`config.mk`:
```
export PLATFORM = sky130hd
export DESIGN_NAME = icmp_echo_ping_engine_unit
export DESIGN_NICKNAME = d
export VERILOG_FILES = /design/src/sv/iep_pkg.sv /design/src/sv/icmp_echo_ping_engine_unit.sv /design/src/sv/iep_frame_parser.sv
export SDC_FILE = /design/constraint.sdc
export NUM_CORES = 1
export LEC_CHECK = 0
export ABC_AREA = 1
export BUFFER_PORTS_ARGS = -buffer_cell sky130_fd_sc_hd__clkbuf_2
export CAP_MARGIN = 20
export CORE_MARGIN = 2
export CORE_UTILIZATION = 30
export DETAILED_ROUTE_END_ITERATION = 8
export GPL_ROUTABILITY_DRIVEN = 0
export SLEW_MARGIN = 20
export SYNTH_ARGS = -nofsm -noshare
export SYNTH_HDL_FRONTEND = slang
export SYNTH_SLANG_ARGS = --single-unit
```
`constraint.sdc`:
```
create_clock -name i_clk -period 7.8 [get_ports i_clk]
set_input_delay 0.39 -clock i_clk [delete_from_list [all_inputs] [get_ports i_clk]]
set_output_delay 0.39 -clock i_clk [all_outputs]
set_load 0.005 [all_outputs]
```
`src/sv/iep_pkg.sv`:
```
// ---------------------------------------------------------------------------
// iep_pkg
// shared constants, codes and helpers for the icmp echo ping engine
// ---------------------------------------------------------------------------
package iep_pkg;

    localparam int BUFFER_BYTES  = 256;
    localparam int REQUEST_BYTES = 32;

    localparam int REQ_IDX_W = $clog2(REQUEST_BYTES);
    localparam logic [REQ_IDX_W-1:0] REQ_LAST_IDX = REQ_IDX_W'(REQUEST_BYTES - 1);

    localparam logic [15:0] BUF_LIMIT = 16'(BUFFER_BYTES);

    // input commands
    localparam logic [1:0] CMD_START = 2'd0;
    localparam logic [1:0] CMD_BYTE  = 2'd1;
    localparam logic [1:0] CMD_TICK  = 2'd2;

    // result kinds
    localparam logic [1:0] KIND_REQUEST = 2'd0;
    localparam logic [1:0] KIND_REPLY   = 2'd1;
    localparam logic [1:0] KIND_TIMEOUT = 2'd2;

    // configuration register indexes
    localparam logic [1:0] CFG_TARGET   = 2'd0;
    localparam logic [1:0] CFG_IDENT    = 2'd1;
    localparam logic [1:0] CFG_SEQUENCE = 2'd2;
    localparam logic [1:0] CFG_TIMEOUT  = 2'd3;

    // parser status towards the top level
    typedef struct packed {
        logic frame_end;
        logic reply_match;
    } t_frame_status;

    // folded ones-complement sum of the fixed request words
    // (type/code word and payload words, checksum, ident and sequence as zero)
    function automatic logic [15:0] fixed_word_sum();
        logic [31:0] sum;
        logic [15:0] w;
        sum = 32'd0;
        for (int i = 0; i < REQUEST_BYTES; i += 2) begin
            w = 16'h0000;
            if (i == 0) begin
                w = 16'h0800;
            end else if (i >= 8) begin
                w[15:8] = 8'(i);
                if (i + 1 < REQUEST_BYTES) begin
                    w[7:0] = 8'(i + 1);
                end
            end
            sum = sum + {16'h0000, w};
        end
        for (int j = 0; j < 4; j++) begin
            sum = {16'h0000, sum[15:0]} + {16'h0000, sum[31:16]};
        end
        return sum[15:0];
    endfunction

    localparam logic [15:0] FIXED_SUM = fixed_word_sum();

    // end-around carry add of two 16-bit words
    function automatic logic [15:0] oc_add(input logic [15:0] a, input logic [15:0] b);
        logic [16:0] s;
        s = {1'b0, a} + {1'b0, b};
        return s[15:0] + {15'd0, s[16]};
    endfunction

    // byte of the echo request at a given position
    function automatic logic [7:0] request_byte(
        input logic [REQ_IDX_W-1:0] idx,
        input logic [15:0]          csum,
        input logic [15:0]          ident,
        input logic [15:0]          seq
    );
        logic [7:0] b;
        b = 8'(idx);
        if (idx == REQ_IDX_W'(0))      b = 8'h08;
        else if (idx == REQ_IDX_W'(1)) b = 8'h00;
        else if (idx == REQ_IDX_W'(2)) b = csum[15:8];
        else if (idx == REQ_IDX_W'(3)) b = csum[7:0];
        else if (idx == REQ_IDX_W'(4)) b = ident[15:8];
        else if (idx == REQ_IDX_W'(5)) b = ident[7:0];
        else if (idx == REQ_IDX_W'(6)) b = seq[15:8];
        else if (idx == REQ_IDX_W'(7)) b = seq[7:0];
        return b;
    endfunction

endpackage

```
`src/sv/icmp_echo_ping_engine_unit.sv`:
```
// ---------------------------------------------------------------------------
// icmp_echo_ping_engine_unit
// icmp echo request generator with reply matcher and millisecond timeout
// ---------------------------------------------------------------------------
// an accepted item puts its first result into the output register in the next cycle
// frame bytes and ticks are taken at one item per cycle while results drain and no request is being sent
// a start item closes the input while the byte sequencer sends the request, one request byte per
// cycle, when the output side takes one item a cycle
// reset: synchronous active low, clears the wait, the timer and the frame parser
// and loads the register defaults (ident 0xbeef, sequence 1, timeout 1000)
module icmp_echo_ping_engine_unit (
    input  logic        i_clk,
    input  logic        i_rst_n,
    // input item stream
    input  logic        i_s_tvalid,
    output logic        o_s_tready,
    input  logic [7:0]  i_s_tdata,   // [7:0] data_byte
    input  logic [1:0]  i_s_tuser,   // [1:0] command
    // result stream
    output logic        o_m_tvalid,
    input  logic        i_m_tready,
    output logic [23:0] o_m_tdata,   // [7:0] tx_byte, [23:8] round_trip
    output logic [1:0]  o_m_tuser,   // [1:0] kind
    output logic        o_m_tlast,   // last request byte
    // configuration writes
    input  logic        i_cfg_we,
    input  logic [1:0]  i_cfg_index,
    input  logic [31:0] i_cfg_data
);
    import iep_pkg::*;

    // configuration registers
    logic [31:0] r_target;
    logic [15:0] r_ident;
    logic [15:0] r_seq;
    logic [15:0] r_timeout;

    // ping state
    logic        r_waiting, n_waiting;
    logic [15:0] r_elapsed, n_elapsed;
    logic [15:0] elapsed_inc;

    // request byte sequencer
    logic                 r_tx_active, n_tx_active;
    logic [REQ_IDX_W-1:0] r_tx_idx, n_tx_idx;

    // output register
    logic        r_out_valid, n_out_valid;
    logic [1:0]  r_kind, n_kind;
    logic [7:0]  r_byte, n_byte;
    logic        r_last, n_last;
    logic [15:0] r_rt, n_rt;

    logic          out_free;
    logic          in_acc;
    logic          out_acc;
    logic [15:0]   csum;
    t_frame_status frame_st;

    // a new result may enter when the slot is empty or being emptied this cycle
    assign out_acc    = r_out_valid && i_m_tready;
    assign out_free   = !r_out_valid || i_m_tready;
    assign o_s_tready = out_free && !r_tx_active;
    assign in_acc     = i_s_tvalid && o_s_tready;

    // checksum: fixed words folded at elaboration, ident and sequence added here
    assign csum = ~oc_add(oc_add(FIXED_SUM, r_ident), r_seq);

    assign elapsed_inc = (r_elapsed == 16'hFFFF) ? r_elapsed : r_elapsed + 16'd1;

    iep_frame_parser u_parser (
        .i_clk            (i_clk),
        .i_rst_n          (i_rst_n),
        .i_byte_en        (in_acc && i_s_tuser == CMD_BYTE),
        .i_byte           (i_s_tdata),
        .i_target_address (r_target),
        .i_echo_ident     (r_ident),
        .i_echo_sequence  (r_seq),
        .o_status         (frame_st)
    );

    always_comb begin
        n_waiting   = r_waiting;
        n_elapsed   = r_elapsed;
        n_tx_active = r_tx_active;
        n_tx_idx    = r_tx_idx;
        n_out_valid = out_acc ? 1'b0 : r_out_valid;
        n_kind      = r_kind;
        n_byte      = r_byte;
        n_last      = r_last;
        n_rt        = r_rt;

        if (r_tx_active && out_acc) begin
            // next request byte follows the one just taken
            n_out_valid = 1'b1;
            n_kind      = KIND_REQUEST;
            n_byte      = request_byte(r_tx_idx, csum, r_ident, r_seq);
            n_last      = (r_tx_idx == REQ_LAST_IDX);
            n_rt        = 16'd0;
            if (r_tx_idx == REQ_LAST_IDX) begin
                n_tx_active = 1'b0;
            end else begin
                n_tx_idx = r_tx_idx + REQ_IDX_W'(1);
            end
        end else if (in_acc) begin
            case (i_s_tuser)
                CMD_START: begin
                    n_waiting   = 1'b1;
                    n_elapsed   = 16'd0;
                    n_out_valid = 1'b1;
                    n_kind      = KIND_REQUEST;
                    n_byte      = request_byte(REQ_IDX_W'(0), csum, r_ident, r_seq);
                    n_last      = (REQ_LAST_IDX == REQ_IDX_W'(0));
                    n_rt        = 16'd0;
                    n_tx_active = (REQ_LAST_IDX != REQ_IDX_W'(0));
                    n_tx_idx    = REQ_IDX_W'(1);
                end
                CMD_BYTE: begin
                    // reply counts only while a request is outstanding
                    if (frame_st.frame_end && frame_st.reply_match && r_waiting) begin
                        n_waiting   = 1'b0;
                        n_out_valid = 1'b1;
                        n_kind      = KIND_REPLY;
                        n_byte      = 8'h00;
                        n_last      = 1'b0;
                        n_rt        = r_elapsed;
                    end
                end
                CMD_TICK: begin
                    if (r_waiting) begin
                        n_elapsed = elapsed_inc;
                        if (elapsed_inc >= r_timeout) begin
                            n_waiting   = 1'b0;
                            n_out_valid = 1'b1;
                            n_kind      = KIND_TIMEOUT;
                            n_byte      = 8'h00;
                            n_last      = 1'b0;
                            n_rt        = 16'd0;
                        end
                    end
                end
                default: begin
                    // undefined command, dropped
                end
            endcase
        end
    end

    always_ff @(posedge i_clk) begin
        if (!i_rst_n) begin
            r_waiting   <= 1'b0;
            r_elapsed   <= 16'd0;
            r_tx_active <= 1'b0;
            r_tx_idx    <= '0;
            r_out_valid <= 1'b0;
        end else begin
            r_waiting   <= n_waiting;
            r_elapsed   <= n_elapsed;
            r_tx_active <= n_tx_active;
            r_tx_idx    <= n_tx_idx;
            r_out_valid <= n_out_valid;
        end
    end

    // result payload, no reset needed
    always_ff @(posedge i_clk) begin
        r_kind <= n_kind;
        r_byte <= n_byte;
        r_last <= n_last;
        r_rt   <= n_rt;
    end

    // configuration registers
    always_ff @(posedge i_clk) begin
        if (!i_rst_n) begin
            r_target  <= 32'd0;
            r_ident   <= 16'hBEEF;
            r_seq     <= 16'd1;
            r_timeout <= 16'd1000;
        end else if (i_cfg_we) begin
            unique case (i_cfg_index)
                CFG_TARGET:   r_target  <= i_cfg_data;
                CFG_IDENT:    r_ident   <= i_cfg_data[15:0];
                CFG_SEQUENCE: r_seq     <= i_cfg_data[15:0];
                CFG_TIMEOUT:  r_timeout <= i_cfg_data[15:0];
                default: ;
            endcase
        end
    end

    assign o_m_tvalid = r_out_valid;
    assign o_m_tdata  = {r_rt, r_byte};
    assign o_m_tuser  = r_kind;
    assign o_m_tlast  = r_last;

    // input stays closed while the request is being sent
    a_no_accept_during_tx: assert property (@(posedge i_clk) disable iff (!i_rst_n)
        r_tx_active |-> !o_s_tready)
        else $error("input accepted during request transmission");

    // last flag only on request bytes
    a_last_is_request: assert property (@(posedge i_clk) disable iff (!i_rst_n)
        (o_m_tvalid && o_m_tlast) |-> (o_m_tuser == KIND_REQUEST))
        else $error("last flag on a non-request result");

    // the sequencer stops once the final byte is taken, unless a new start
    // is accepted in the same cycle
    a_tx_ends_on_last: assert property (@(posedge i_clk) disable iff (!i_rst_n)
        (o_m_tvalid && i_m_tready && o_m_tlast && !(in_acc && i_s_tuser == CMD_START))
            |=> !r_tx_active)
        else $error("sequencer still busy after last request byte");

    // a start arms the wait and presents the first request byte
    a_start_arms: assert property (@(posedge i_clk) disable iff (!i_rst_n)
        (in_acc && i_s_tuser == CMD_START) |=>
            (r_waiting && o_m_tvalid && o_m_tuser == KIND_REQUEST))
        else $error("start did not arm the wait");

endmodule

```
`src/sv/iep_frame_parser.sv`:
```
// ---------------------------------------------------------------------------
// iep_frame_parser
// walks received frame bytes and flags an echo reply from the target
// ---------------------------------------------------------------------------
module iep_frame_parser (
    input  logic                  i_clk,
    input  logic                  i_rst_n,
    input  logic                  i_byte_en,
    input  logic [7:0]            i_byte,
    input  logic [31:0]           i_target_address,
    input  logic [15:0]           i_echo_ident,
    input  logic [15:0]           i_echo_sequence,
    output iep_pkg::t_frame_status o_status
);
    import iep_pkg::*;

    logic        r_in_data, n_in_data;
    logic [15:0] r_pos, n_pos;
    logic [15:0] r_len, n_len;
    logic        r_src_ok, n_src_ok;
    logic [5:0]  r_off, n_off;
    logic        r_rep_ok, n_rep_ok;

    logic [15:0] eff;
    logic [7:0]  want_src;
    logic [7:0]  want_icmp;
    logic [5:0]  ihl;
    logic [16:0] d_rel;
    logic [2:0]  k;
    logic        in_hdr_win;
    logic        last_byte;

    assign eff = (r_len > BUF_LIMIT) ? BUF_LIMIT : r_len;
    assign ihl = {i_byte[3:0], 2'b00};

    always_comb begin
        n_in_data = r_in_data;
        n_pos     = r_pos;
        n_len     = r_len;
        n_src_ok  = r_src_ok;
        n_off     = r_off;
        n_rep_ok  = r_rep_ok;
        want_src  = 8'h00;
        want_icmp = i_byte;
        d_rel     = 17'd0;
        k         = 3'd0;
        in_hdr_win = 1'b0;
        last_byte = 1'b0;
        o_status  = '0;

        if (i_byte_en && !r_in_data) begin
            // address, port, length header
            case (r_pos[1:0])
                2'd0:    want_src = i_target_address[31:24];
                2'd1:    want_src = i_target_address[23:16];
                2'd2:    want_src = i_target_address[15:8];
                default: want_src = i_target_address[7:0];
            endcase
            if (r_pos < 16'd4) begin
                n_src_ok = ((r_pos == 16'd0) ? 1'b1 : r_src_ok) && (i_byte == want_src);
            end else if (r_pos == 16'd6) begin
                n_len = {i_byte, 8'h00};
            end else if (r_pos == 16'd7) begin
                n_len = {r_len[15:8], i_byte};
            end
            if (r_pos < 16'd7) begin
                n_pos = r_pos + 16'd1;
            end else begin
                n_pos     = 16'd0;
                n_rep_ok  = 1'b1;
                n_off     = 6'd0;
                n_in_data = ({r_len[15:8], i_byte} != 16'd0);
            end
        end else if (i_byte_en) begin
            // data phase
            if (r_pos < eff) begin
                if (r_pos == 16'd0) begin
                    n_off = 6'd0;
                    if (eff >= 16'd20 && i_byte[7:4] == 4'd4 && ihl >= 6'd20
                        && eff > {10'd0, ihl}) begin
                        n_off = ihl;
                    end
                end
                d_rel      = {1'b0, r_pos} - {11'd0, n_off};
                in_hdr_win = (r_pos >= {10'd0, n_off}) && (d_rel < 17'd8);
                k          = d_rel[2:0];
                if (in_hdr_win) begin
                    case (k)
                        3'd0, 3'd1: want_icmp = 8'h00;
                        3'd4:       want_icmp = i_echo_ident[15:8];
                        3'd5:       want_icmp = i_echo_ident[7:0];
                        3'd6:       want_icmp = i_echo_sequence[15:8];
                        3'd7:       want_icmp = i_echo_sequence[7:0];
                        default:    want_icmp = i_byte;
                    endcase
                    if (i_byte != want_icmp) n_rep_ok = 1'b0;
                end
            end
            last_byte = ({1'b0, r_pos} + 17'd1) >= {1'b0, r_len};
            if (last_byte) begin
                n_in_data = 1'b0;
                n_pos     = 16'd0;
                o_status.frame_end   = 1'b1;
                o_status.reply_match = r_src_ok && n_rep_ok
                                       && ({1'b0, eff} >= ({11'd0, n_off} + 17'd8));
            end else begin
                n_pos = r_pos + 16'd1;
            end
        end
    end

    always_ff @(posedge i_clk) begin
        if (!i_rst_n) begin
            r_in_data <= 1'b0;
            r_pos     <= 16'd0;
            r_len     <= 16'd0;
            r_src_ok  <= 1'b0;
            r_off     <= 6'd0;
            r_rep_ok  <= 1'b1;
        end else begin
            r_in_data <= n_in_data;
            r_pos     <= n_pos;
            r_len     <= n_len;
            r_src_ok  <= n_src_ok;
            r_off     <= n_off;
            r_rep_ok  <= n_rep_ok;
        end
    end

endmodule
```
Word level (Yosys, flattened, before mapping). Index checks and enable logic that the tools add are counted.

Register bits: 172. Input bits: 49. Output and inout port bits: 29.

Add/subtract/negate cells: 10. Magnitude comparators: 12. Equal/unequal tests: 35. Mux-type cells: 90. Bitwise gates (word level): 3. Reduce and logical (&&, ||, !) cells: 50.

Operator list (count): $mux 16 (11); $mux 8 (19); $mux 6 (11); $pmux 16 s3 (1); $pmux 8 s3 (2); $pmux 8 s5 (1); $add 16x1->16 (2); $add 16x1->16 const B (2); $eq 16x3->1 const B (2); $lt 16x3->1 const B (2); $pmux 16 s2 (1); $mux 1 (30); $eq 5x3->1 const B (4); $mux 5 (4); $add 16x1->17 const B (1); $add 16x16->17 (1); $add 16x16->17 const A (1); $ge 16x17->1 (1); $ge 17x16->1 (1); $lt 17x4->1 const B (1); $sub 16x6->17 (1); $eq 16x16->1 const B (1); $ge 16x16->1 (1); $ge 16x5->1 const B (1); other kinds (42) (98).

Longest topological paths before layout.
Word-level depth: 36. Mapped depth: 42. Depth with buffers taken out: 42.

By module. A second synthesis with hierarchy kept.

Cells, all modules: 1980. Area total of the unflattened synthesis: 12672.2 um2.

Modules (own cells, without submodules): icmp_echo_ping_engine_unit (instances 1, cells each 1209, area an instance 8049.0 um2); iep_frame_parser (instances 1, cells each 771, area an instance 4623.2 um2).

Worst setup path after synthesis. OpenSTA, ideal clock, no wires.

Path type: register to register. Start point: reg r_ident[4]. End point: reg r_byte[5] (data pin). Setup time: 0.268 ns. Arrival time: 4.785 ns. Path slack: 2.747 ns. Cell stages (with the launch flop): 42. Path buffers: 0. Period minus slack after synthesis: 5.053 ns. Cells stage by stage: dfxtp_1 -> inv_1 -> ha_1 -> nand2_1 -> nand2_1 -> nor2_1 -> nand2_1 -> o21ai_0 -> or3_1 -> ha_1 -> nand3_1 -> nor3_1 -> inv_1 -> nor2_1 -> inv_1 -> nor2_1 -> inv_1 -> nor2_1 -> (+6 left out) -> nand2_1 -> nor2_1 -> nand2_1 -> o211a_1 -> nand2_1 -> a21oi_1 -> o21bai_1 -> ha_1 -> nand3_1 -> inv_1 -> nand3_1 -> or2_2 -> nor2_2 -> nand4_1 -> nor2_1 -> nand2_1 -> o21ai_0 -> a31oi_1.

Longest elaborated chain between the ends: 10.

Ends and longest elaborated chain: start: declaration (RTL line icmp_echo_ping_engine_unit.sv:34) `logic [15:0] r_ident;`; start signal: assignment (RTL line icmp_echo_ping_engine_unit.sv:183) `CFG_IDENT: r_ident <= i_cfg_data[15:0];`; $add 16x16->17 (*) (RTL line iep_pkg.sv:66) `s = {1'b0, a} + {1'b0, b};`; $add 16x1->16 (*) (RTL line iep_pkg.sv:67) `return s[15:0] + {15'd0, s[16]};`; $add 16x16->17 (*) (RTL line iep_pkg.sv:66); $add 16x1->16 (*) (RTL line iep_pkg.sv:67); $not 16->16 (*) (RTL line icmp_echo_ping_engine_unit.sv:67) `assign csum = ~oc_add(oc_add(FIXED_SUM, r_ident), r_seq);`; $mux 8 (RTL line iep_pkg.sv:82) `else if (idx == REQ_IDX_W'(3)) b = csum[7:0];`; $mux 8 (*) (RTL line iep_pkg.sv:81) `else if (idx == REQ_IDX_W'(2)) b = csum[15:8];`; $mux 8 (*) (RTL line iep_pkg.sv:80) `else if (idx == REQ_IDX_W'(1)) b = 8'h00;`; $mux 8 (*) (RTL line iep_pkg.sv:79) `if (idx == REQ_IDX_W'(0)) b = 8'h08;`; $mux 8 (*) (RTL line icmp_echo_ping_engine_unit.sv:93) `if (r_tx_active && out_acc) begin`; end signal: assignment (RTL line icmp_echo_ping_engine_unit.sv:168) `r_byte <= n_byte;`; end: declaration (RTL line icmp_echo_ping_engine_unit.sv:50) `logic [7:0] r_byte, n_byte;`.

Mark *: on every way between the ends. The rest lies on a longest branch, timed or not. A chain may end at the register's enable or synchronous reset.

Worst setup path in the final report.
Start point: reg r_ident[4]. End point: reg r_byte[3] (data pin).

Longest elaborated chain between the ends: 10.

Ends and longest elaborated chain (RTL line): $add 16x16->17 (*) (iep_pkg.sv:66); $add 16x1->16 (*) (iep_pkg.sv:67); $add 16x16->17 (*) (iep_pkg.sv:66); $add 16x1->16 (*) (iep_pkg.sv:67); $not 16->16 (*) (icmp_echo_ping_engine_unit.sv:67); $mux 8 (iep_pkg.sv:82); $mux 8 (*) (iep_pkg.sv:81); $mux 8 (*) (iep_pkg.sv:80); $mux 8 (*) (iep_pkg.sv:79); $mux 8 (*) (icmp_echo_ping_engine_unit.sv:93); via n_byte[3] (icmp_echo_ping_engine_unit.sv:50).

Mark *: on every way through the listed nets, which the timed path passes. The rest lies on a longest branch.

==> results.toml <==
[logic_synthesis]
synth_edf_count = 9
synth.distinct_cells = 55
synth_warnings = 0
async_reset_ff_share_pct = 0
avgSynthCellArea_um2 = 6.63
synth_top_area_share_pct = 26.5
synthAdderAreaFrac_pct = 10.3
synth-xor-area-share_pct = 4.91
synthSimpleGateAreaFrac_pct = 29.9
netlist_area_mm2 = 0.0123
synth_compound_area_share_pct = 16.9
synth_top_family_by_area = "simple AND/OR/NAND/NOR gates"
ys_seq_area_share_pct = 28.7
synthCells = 1854
yosys_register_bits = 172
synth.area.top_cells = "dfxtp_1, nand2_1, ha_1"
yosys.area.top_type = "dfxtp_1"
yosys-mux-area-fraction_pct = 0
yosysMostFrequentCell = "nand2_1"
synth_common_cells = "nand2_1, inv_1, nor2_1"
synthFlopType = "dfxtp_1"

[timing]
worstMarginPinSlew_ns = 1.04
hold_viol_final = 0
setup_viol = 0
setup_tns_ns = 0
slew_headroom_pct = 30.7
rsz0062_at_grt = "false"
skew_ns = 0.0113
period_needed_ns = 5.93
post-route-period-util_pct = 76.0
finalMaxSlewViolations = 0
max_freq_mhz = 169

[floorplan]
pin_count = 78
fp.dieW_um = 206
rows = 74
die_area_mm2 = 0.0426
die_h_um = 206
design.core.area_mm2 = 0.0406
start_util_pct = 30.3

[routing]
vias = 12392
post_drt_wl_per_cell_um = 15.7
drt_iter0_markers = 960
first_pass_iters = 6
drc_errors = 0
via_per_inst = 5.05
drtAntennaViolNets = 0
totalWireLength_mm = 38.6

[power]
swShare_pct = 31.9
p_clk_share_pct = 40.3
power_density_mw_per_mm2 = 154
switchingPower_w = 0.000679
pwr-share-seq_pct = 44.2
finalPower_w = 0.00213
power_frac_comb_pct = 15.5
internal_power_w = 0.00145
p_leak_nw = 6.34
ir_drop_mv = 0.157

[clocking]
cts_max_level = 4
cts_root_buf = "clkbuf_16"
cts_tree = "built"
clock_path_buffers = 2
cts_resized = 0
cts.sinks = 172
clk_latency_ns = 0.45
cts_hold_buf = 0
cts_setup_buffers = 0
cts_inserted_buffers = 17
clk_pin_slew_ns = 0.07

[placed_design]
dp_hpwl_mm = 29.7
place.port_buffers = 77

[setup_path]
critPathSlowestCell = "nor3_1"
worstPathRequired_ns = 7.98
cp_max_fo = 5
cp.arrival_ns = 6.10
path_class = "register to register"
reg2reg_from = "r_ident[4]$_SDFFE_PN0P_"
end_kind = "register"
crit_path_start_kind = "register"
crit_start = "r_ident[4]$_SDFFE_PN0P_"
critPathMostFrequentCell = "nand2_1"
critPathMaxStageDelay_ns = 0.42

[grt]
grt_util_met1_pct = 23.0
grt_max_degree = 87
grt_overflow = 0
grt_pass1_vias = 11730
grt_pass1_wl_mm = 60.8
grt_antenna_before_repair = 0
top_usage_layer = "met2"
grtUsageMet3_pct = 3.52
met2_usage_pct = 30.5
grt.total_usage_pct = 18.1

[status]
status = "completed"

[layout]
drive_gt1_share_pct = 8.02
areaGrowthSynthToFinish_pct = 12.0
n_antenna_cell = 0
nFillCells = 4356
nNetsFinal = 2057

[min_path]
hold_path.startpoint = "i_cfg_data[18]"
min_path_type = "input port to register"

[flow_run]
max-cap-violations = 0
layout make-up:
| class | count | area, um^2 | area share [%] |
|---|---|---|---|
| flip-flops and latches | 172 | 3530 | 25.7 |
| multi-input cells | 1395 | 7670 | 55.7 |
| clock buffers | 17 | 425 | 3.09 |
| well taps | 532 | 666 | 4.83 |
| inverters | 239 | 897 | 6.52 |
| clock inverters | 14 | 150 | 1.09 |
| repair buffers | 83 | 428 | 3.11 |
cell families (layout without fill, tap and decap cells):
family,count (synthesis),after routing
AO/OA/AOI/OAI,377,377
XOR/XNOR,69,69
adder cells (fa/ha/maj),100,100
buffers and inverters,293,353
flip-flops,172,172
other,1,7
AND/OR/NAND/NOR,842,842
critical path, delay by kind of cell (launching register included):
family          cells  cell delay, ns
buf+inv             3            0.26
xor+xnor            1            0.15
fa+ha+maj           5            1.21
simple gates       21            2.96
flops               1            0.40
compound gates      5            0.68
registers in the layout, indices dropped and copies added (netlist names), 2 cells and up:
signal	cells
r_rt	16
r_seq	16
r_timeout	16
u_parser.r_len	16
r_elapsed	16
o_m_tuser	2
r_tx_idx	5
r_ident	16
u_parser.r_off	6
r_byte	8
r_target	32
u_parser.r_pos	16
placed cells by master (no fill, tap or decap), types with 5 or more instances in the layout:
master     netlist  layout
ha_1            98      98
clkbuf_16        0      17
edfxtp_1         9       9
clkbuf_2         0      77
nor3_1          42      39
inv_1          231     230
a31oi_1          6       6
dfxtp_1        163     163
o21ai_1          5       5
a21oi_1        171     171
o211ai_1        16      16
nand3_1         93      93
inv_2            6       6
nand4_1         65      65
o21ai_0        131     131
or2_2            6       6
a211oi_1        17      17
nor2_1         220     219
conb_1           1       7
xnor2_1         10      10
nand2_1        380     380
xor2_1          59      59
buf_4            2       5
nor3_2           2       5
nor2_2           7       8
power by group through the flow:
stage	Clock, W	Combinational (W)	Sequential (W)
4_1_cts	0.000880	0.000327	0.000939
6_report	0.000857	0.000328	0.000940
5_1_grt	0.000911	0.000369	0.000942
3_5_place_dp	0	0.000324	0.000959
3_3_place_gp	0	0.000322	0.000959
2_1_floorplan	0	0.000232	0.000946
worst paths after layout:
| kind | endpoint | slack, ns | cells past startpoint |
|---|---|---|---|
| hold / removal | r_target[18]$_SDFFE_PN0P_ | 0.17 | 3 |
| setup / recovery | r_byte[3]$_DFFE_PP_ | 1.87 | 35 |
| hold reg to reg | r_timeout[4]$_SDFFE_PN0P_ | 0.47 | 2 |
| setup reg to reg | r_byte[3]$_DFFE_PP_ | 1.87 | 35 |
routing by layer:
layer | up-vias | part of all wire (%)
met3 | 63 | 5.9
met1 | 5717 | 44
met4 | 0 | 2.4
li1 | 6257 | -
met5 | - | 0
met2 | 355 | 48
metrics by stage:
stage / hold WS [ns] / setup WS, ns / instances / utilization (%) / cell area, um^2
2_1_floorplan: 0.425 / 2.75 / 1860 / - / 12300
3_3_place_gp: 0.454 / 2.23 / 2420 / 32.4 / 13200
3_5_place_dp: 0.454 / 2.00 / 2421 / 32.4 / 13200
4_1_cts: 0.156 / 1.97 / 2452 / 33.9 / 13800
5_1_grt: 0.162 / 1.35 / 2452 / 33.9 / 13800
6_report: 0.169 / 1.87 / 2452 / 33.9 / 13800
Power figures use the tool's default switching activity.
